### src/rtl/core/fcpw_pkg.sv
// Package of shared types and constants for the fuzzy cell partition weight block.
`timescale 1ns / 1ps
package fcpw_pkg;
  localparam int MAX_ATOMS_DEF      = 32;
  localparam int SHARPEN_PASSES_DEF = 3;
  localparam int COORD_W            = 32;
  localparam int DIST_W             = 34;
  localparam int Q30_W              = 31;
  localparam int WEIGHT_W           = 48;
  localparam logic [Q30_W-1:0] ONE_Q30 = 31'h4000_0000;
  localparam logic CMD_LOAD = 1'b0;
  localparam logic CMD_EVAL = 1'b1;

  typedef struct packed {
    logic                command;
    logic [4:0]          atom_index;
    logic [COORD_W-1:0]  coord_x;
    logic [COORD_W-1:0]  coord_y;
    logic [COORD_W-1:0]  coord_z;
    logic [4:0]          owner_atom;
    logic [WEIGHT_W-1:0] prior_weight;
  } in_beat_t;

  typedef struct packed {
    logic [Q30_W-1:0]    partition_weight;
    logic [WEIGHT_W-1:0] scaled_weight;
    logic                error_flag;
  } out_beat_t;

  // Request to the shared sequential arithmetic unit.
  typedef enum logic [3:0] {
    OP_SQRT = 4'b0001,
    OP_DIV  = 4'b0010,
    OP_MUL  = 4'b0100,
    OP_NONE = 4'b1000
  } op_t;

  typedef struct packed {
    logic       start;
    op_t        op;
    logic [67:0] a;
    logic [67:0] b;
  } alu_req_t;

  typedef struct packed {
    logic        done;
    logic [67:0] y;
  } alu_rsp_t;
endpackage

### src/rtl/core/fcpw_alu.sv
// Shared multi-cycle unit: integer square root, division and multiplication, bit per cycle.
`timescale 1ns / 1ps
module fcpw_alu (
  input  logic               clk,
  input  logic               rst_n,
  input  fcpw_pkg::alu_req_t req,
  output fcpw_pkg::alu_rsp_t rsp
);
  logic        busy_r, busy_nxt;
  fcpw_pkg::op_t op_r, op_nxt;
  logic [6:0]  cnt_r, cnt_nxt;
  logic [67:0] a_r, a_nxt;
  logic [67:0] b_r, b_nxt;
  logic [69:0] rem_r, rem_nxt;
  logic [67:0] acc_r, acc_nxt;
  logic        done_r, done_nxt;
  logic [69:0] trial;
  logic [69:0] shifted;

  always_comb begin
    busy_nxt = busy_r;
    op_nxt   = op_r;
    cnt_nxt  = cnt_r;
    a_nxt    = a_r;
    b_nxt    = b_r;
    rem_nxt  = rem_r;
    acc_nxt  = acc_r;
    done_nxt = 1'b0;
    trial    = '0;
    shifted  = '0;
    if (req.start) begin
      busy_nxt = 1'b1;
      op_nxt   = req.op;
      a_nxt    = req.a;
      b_nxt    = req.b;
      rem_nxt  = '0;
      acc_nxt  = '0;
      unique case (req.op)
        fcpw_pkg::OP_SQRT: cnt_nxt = 7'd34;
        fcpw_pkg::OP_DIV:  cnt_nxt = 7'd68;
        fcpw_pkg::OP_MUL:  cnt_nxt = 7'd68;
        default:           cnt_nxt = 7'd1;
      endcase
    end else if (busy_r) begin
      unique case (op_r)
        fcpw_pkg::OP_SQRT: begin
          shifted = {rem_r[67:0], a_r[67:66]};
          trial   = {acc_r[67:0], 2'b01};
          if (shifted >= trial) begin
            rem_nxt = shifted - trial;
            acc_nxt = {acc_r[66:0], 1'b1};
          end else begin
            rem_nxt = shifted;
            acc_nxt = {acc_r[66:0], 1'b0};
          end
          a_nxt = {a_r[65:0], 2'b00};
        end
        fcpw_pkg::OP_DIV: begin
          shifted = {rem_r[68:0], a_r[67]};
          trial   = {2'b00, b_r};
          if (shifted >= trial) begin
            rem_nxt = shifted - trial;
            acc_nxt = {acc_r[66:0], 1'b1};
          end else begin
            rem_nxt = shifted;
            acc_nxt = {acc_r[66:0], 1'b0};
          end
          a_nxt = {a_r[66:0], 1'b0};
        end
        fcpw_pkg::OP_MUL: begin
          if (a_r[67]) acc_nxt = {acc_r[66:0], 1'b0} + b_r;
          else         acc_nxt = {acc_r[66:0], 1'b0};
          a_nxt = {a_r[66:0], 1'b0};
        end
        default: acc_nxt = acc_r;
      endcase
      cnt_nxt = cnt_r - 7'd1;
      if (cnt_r == 7'd1) begin
        busy_nxt = 1'b0;
        done_nxt = 1'b1;
      end
    end
  end

  always_ff @(posedge clk) begin
    if (!rst_n) begin
      busy_r <= 1'b0;
      done_r <= 1'b0;
      op_r   <= fcpw_pkg::OP_NONE;
      cnt_r  <= '0;
    end else begin
      busy_r <= busy_nxt;
      done_r <= done_nxt;
      op_r   <= op_nxt;
      cnt_r  <= cnt_nxt;
    end
    a_r   <= a_nxt;
    b_r   <= b_nxt;
    rem_r <= rem_nxt;
    acc_r <= acc_nxt;
  end

  assign rsp.done = done_r;
  assign rsp.y    = acc_r;
endmodule

### config.mk
export PLATFORM = sky130hd
export DESIGN_NAME = fcpw_alu
export DESIGN_NICKNAME = d
export VERILOG_FILES = /design/src/rtl/core/fcpw_pkg.sv /design/src/rtl/core/fcpw_alu.sv
export SDC_FILE = /design/constraint.sdc
export NUM_CORES = 1
export LEC_CHECK = 0
export BUFFER_PORTS_ARGS = -buffer_cell sky130_fd_sc_hd__clkbuf_2
export CAP_MARGIN = 20
export CORE_AREA = 2 2 230 232
export DETAILED_ROUTE_END_ITERATION = 8
export DIE_AREA = 0 0 232 234
export GPL_TIMING_DRIVEN = 0
export PLACE_DENSITY = 0.72
export SYNTH_ARGS = -nofsm -noshare
export SYNTH_HDL_FRONTEND = slang
export SYNTH_SLANG_ARGS = --single-unit
### constraint.sdc
create_clock -name clk -period 7.8 [get_ports clk]
set_input_delay 1.56 -clock clk [delete_from_list [all_inputs] [get_ports clk]]
set_output_delay 1.56 -clock clk [all_outputs]
set_load 0.01 [all_outputs]
Word level (Yosys, flattened, before mapping)
Index checks and enable logic that the tools add are counted.
W data, S select, Z words.

operators by class
  bitwise gates (word level) = 2
  reductions and logical operators = 10
  muxes and demuxes = 17
  eq/ne operators = 7
  $lt $le $gt $ge = 2
  add/subtract/negate cells = 4

operator list
  operator               count
  $mux W68               3
  $pmux W68 S3           1
  $mux W69               2
  $pmux W69 S2           1
  $pmux W68 S2           1
  $ge A70 B68 Y1         1
  $ge A70 B70 Y1         1
  $sub A69 B68 Y69       1
  $sub A69 B69 Y69       1
  $add A68 B68 Y68       1
  $mux W7                2
  $pmux W7 S2            1
  $eq A4 B1 Y1 const B   2
  $eq A4 B2 Y1 const B   2
  $eq A4 B3 Y1 const B   2
  $eq A7 B1 Y1 const B   1
  $sub A7 B1 Y7 const B  1
  $mux W1                6
  $reduce_and A2 Y1      3
  $reduce_bool A3 Y1     2
  $reduce_bool A2 Y1     2
  $reduce_or A2 Y1       2
  $reduce_or A3 Y1       1
  $not A1 Y1             2

storage, ports and cells
  output and inout bits = 69
  bits of input ports = 143
  register bits = 286
  logic and storage cells = 50

Logic depth before layout (Yosys ltp)
  depth after elaboration = 5
  gate-level depth with buffers = 17
  gate-level depth less buffers = 15

Least setup slack after synthesis
OpenSTA, ideal clock, no wires.

  kind = input -> register
  start = in req[140] (netlist name)
  end = reg a_r[0] (enable)
  arrival time = 3853 ps
  buffers on the path = 3
  setup time = 428 ps
  stages on the path = 5
  path slack = 3520 ps
  data required time = 7372 ps
  cell sequence = clkbuf_1 clkbuf_1 inv_1 clkbuf_1 nand2_1

on the way
  word-level cells in the longest chain between the ends = 2
  elaborated cells on any way between the ends = 3
  classes of those cells = reduce/logical: 3

RTL lines
  element                                                                    RTL line        source
  start: declaration                                                         fcpw_alu.sv:6   input fcpw_pkg::alu_req_t req,
  $reduce_bool A3 Y1 (no source line) or $reduce_bool A2 Y1 (tied branches)  -
  $reduce_and A2 Y1 (no source line) (*)                                     -
  end signal: assignment                                                     fcpw_alu.sv:97  a_r <= a_nxt;
  end: declaration                                                           fcpw_alu.sv:12  logic [67:0] a_r, a_nxt;

Every way passes the cells marked *; elsewhere a longest branch is shown, timed or not.
A chain may end at the register's enable or synchronous reset.

Final worst setup path
  start = reg b_r[4]
  end = reg acc_r[60]

on the way
  word-level cells in the longest chain between the ends = 3

RTL lines
  element                   RTL line         source
  start: declaration        fcpw_alu.sv:13   logic [67:0] b_r, b_nxt;
  start signal: assignment  fcpw_alu.sv:98   b_r <= b_nxt;
  $add A68 B68 Y68          fcpw_alu.sv:71   if (a_r[67]) acc_nxt = {acc_r[66:0], 1'b0} + b_r;
  $mux W68                  fcpw_alu.sv:71
  $pmux W68 S3              fcpw_alu.sv:45   unique case (op_r)
  end signal: assignment    fcpw_alu.sv:100  acc_r <= acc_nxt;
  end: declaration          fcpw_alu.sv:15   logic [67:0] acc_r, acc_nxt;

Every way passes these cells.

==> results.cfg <==
[route]
vias = 27059
wl_per_cell_um = 23.5
detail-route-antenna-nets = 0
dr.pass1.iters = 9
finalWirelength_um = 101000
drcViolationCount = 11
routed_via_density = 6.32
drtIter0Drc = 3269

[min_path]
hold_class = reg -> reg

[yosys]
yosysWarnings = 0
syn-num-nets = 3664
seq_area_frac_synth_pct = 27.6
syn_inst = 3312
ys_types = 83
ys.flop_type = dfxtp_1
netlist_area_um2 = 25700
ys_ff_latch = 286
synth_edf_count = 136
syn_avg_cell_area_um2 = 7.76
ys_async_sr_fraction_pct = 0

[final_layout]
nets = 3917
fin_util_pct = 55.7
register_area_um2 = 7090
stdcell_count = 4283
drive_gt1_share_pct = 9.21
n_fill_cell = 5114
multi_input_area_um2 = 17000
area_growth_pct = 12.7
diodes = 0
final_common_cell = a21oi_1
final_cell_mix = 386 x a21oi_1, 383 x nand2_1, 249 x o21ai_0, 233 x nor2_1, 211 x inv_1

[worst_setup_path]
end_kind = flip-flop
worstSetupPathType = reg -> reg
crit_chain = ha_1, a21o_1, a21oi_1, a21oi_1, o21ai_0, a21oi_1, a211oi_1, o21ai_0, a31oi_1, nor2_1, a211oi_1, xor2_1, a221oi_1
crit_fanout = 5
cp.arrival_ns = 5.81
cp_slowest_cell = a211oi_1
crit_top_cell = a21oi_1
max_stage_delay_ns = 1.01
start_kind = flip-flop
cp.required_ns = 8.30

[power]
power_density_nw_per_um2 = 185
peakVddDrop_mv = 0.193
p_leak_nw = 13.0

[global_route]
grt_max_degree = 69
antenna_found_initial = 0
grt_overflow_total = 0
grt_pass1_vias = 24979
grt_first_pass_wirelength_um = 149000
grt_usage_pct = 35.8

[cts]
cts_root_buf = clkbuf_16
clk-insertion-delay-late_ns = 0.60
clockBufferDepth = 3
cts_tree = done
postCtsResizedCells = 0
htreeDepth = 2
cts_buffers = 38
cts.sinks = 286
clkTransAtPathRegs_ns = 0.06
post_cts_buffers = 0
cts_hold_buf = 0

[sta]
fin_ws_ns = 2.49
slew_violations = 0
finalHoldViolCount = 0
worstMarginPinSlew_ns = 1.25
fmax_mhz = 188
finClkSkew_ns = 0.0492
period_needed_ns = 5.31
max_slew_margin_pct = 16.5
tns_ns = 0
rsz0062_at_grt = false
setup_viol = 0
fin_crit_sh_pct = 68.1

[die]
die_area_um2 = 54300
num_rows = 84
die_x_um = 232
core_um2 = 52000
start_util_pct = 49.4
ios = 212
die_y_um = 234

[placed_design]
finalWeightedCongestion = 1.05
place_hpwl_um = 77600
place_ws_ns = 2.58
place_inst = 4212
io_buffers = 210

[run_status]
violations = design-rule violations
status = finished with violations

[job]
maxCapViolCount = 0
==> power by group <==
| group | total, W | leakage [nW] | internal, W | switching [W] |
|---|---|---|---|---|
| combinational | 0.00182 | 9.83 | 0.000623 | 0.00119 |
| clock | 0.00182 | 0.624 | 0.00103 | 0.000792 |
| sequential | 0.00172 | 2.56 | 0.00166 | 0.0000620 |
| total | 0.00537 | 13.0 | 0.00332 | 0.00205 |
==> area by class of cell <==
type | count | area share [%]
clock buffers | 47 | 3.57
well taps | 688 | 2.97
flip-flops and latches | 286 | 24.5
clock inverters | 23 | 0.873
repair buffers | 213 | 3.81
plain buffers | 212 | 2.88
inverters | 211 | 2.73
multi-input cells | 2603 | 58.7
==> per-stage QoR <==
step,total power (W),hold slack [ns],instance area (µm²)
after floorplan,0.00293,0.458,25700
after detailed placement,0.00348,0.487,27700
after global placement,0.00348,0.489,27600
after CTS,0.00530,0.500,28900
after global routing,0.00554,0.524,29000
final,0.00537,0.505,29000
==> layer usage <==
layer  share of wire [%]  wire length, µm  up-vias  GRT usage (%)
met2                  43            42800     1509           54.8
met4                 5.7             5720        0           18.2
li1                    -                -    12655              -
met1                  41            41300    12557           47.6
met3                  11            10800      338           7.88
met5                   0                0        -          0.268
==> worst max-delay path: cells and delay by family, from the launching register on <==
family / cells / cell delay [ns]
AND/OR/NAND/NOR: 1 / 0.18
flip-flops: 1 / 0.41
XOR/XNOR: 1 / 0.12
adder cells (fa/ha/maj): 1 / 0.36
AO/OA/AOI/OAI: 10 / 4.14
==> state kept, by name, indices dropped and copies added, names as in the netlist <==
name    cells
busy_r      1
rem_r      69
cnt_r       7
done_r      1
b_r        68
a_r        68
op_r        4
acc_r      68
==> Yosys cell counts, types with 22 or more instances <==
library cell,count,area share [%]
dfxtp_1,150,12
ha_1,207,10
mux2i_1,86,3.3
edfxtp_1,136,16
xor2_1,74,2.5
nand3_1,51,0.99
a221oi_1,48,1.6
o21ai_0,249,4.8
nand4_1,76,1.8
inv_1,211,3.1
o211ai_1,49,1.4
a21o_1,112,3.3
nand2_1,384,5.6
a211oi_1,98,2.9
clkbuf_1,181,2.6
nor2b_1,27,0.66
o21bai_1,50,1.5
a31oi_1,25,0.61
xnor2_1,121,4.1
nor2_1,233,3.4
a21oi_1,386,7.5
nand2b_1,22,0.54
nor3_1,50,0.97
==> path summary, 6_finish.rpt <==
path	from	end	slack, ns	cells after the start
hold / removal	op_r[3]$_SDFFE_PN1P_	op_r[3]$_SDFFE_PN1P_	0.50	2
setup reg to reg	b_r[4]$_DFFE_PP_	acc_r[60]$_SDFFE_PP0P_	2.49	13
setup / recovery	b_r[4]$_DFFE_PP_	acc_r[60]$_SDFFE_PP0P_	2.49	13
hold reg to reg	op_r[3]$_SDFFE_PN1P_	op_r[3]$_SDFFE_PN1P_	0.50	2
==> kinds of logic after synthesis <==
logic type	count (synthesis)	share of synthesized area [%]
AO/OA/AOI/OAI	1184	29.5
XOR/XNOR	195	6.64
adder cells (fa/ha/maj)	209	10.2
buffers and inverters	423	6.32
flip-flops	286	27.6
multiplexers	89	3.48
AND/OR/NAND/NOR	926	16.2
(Power assumes the default switching activity.)
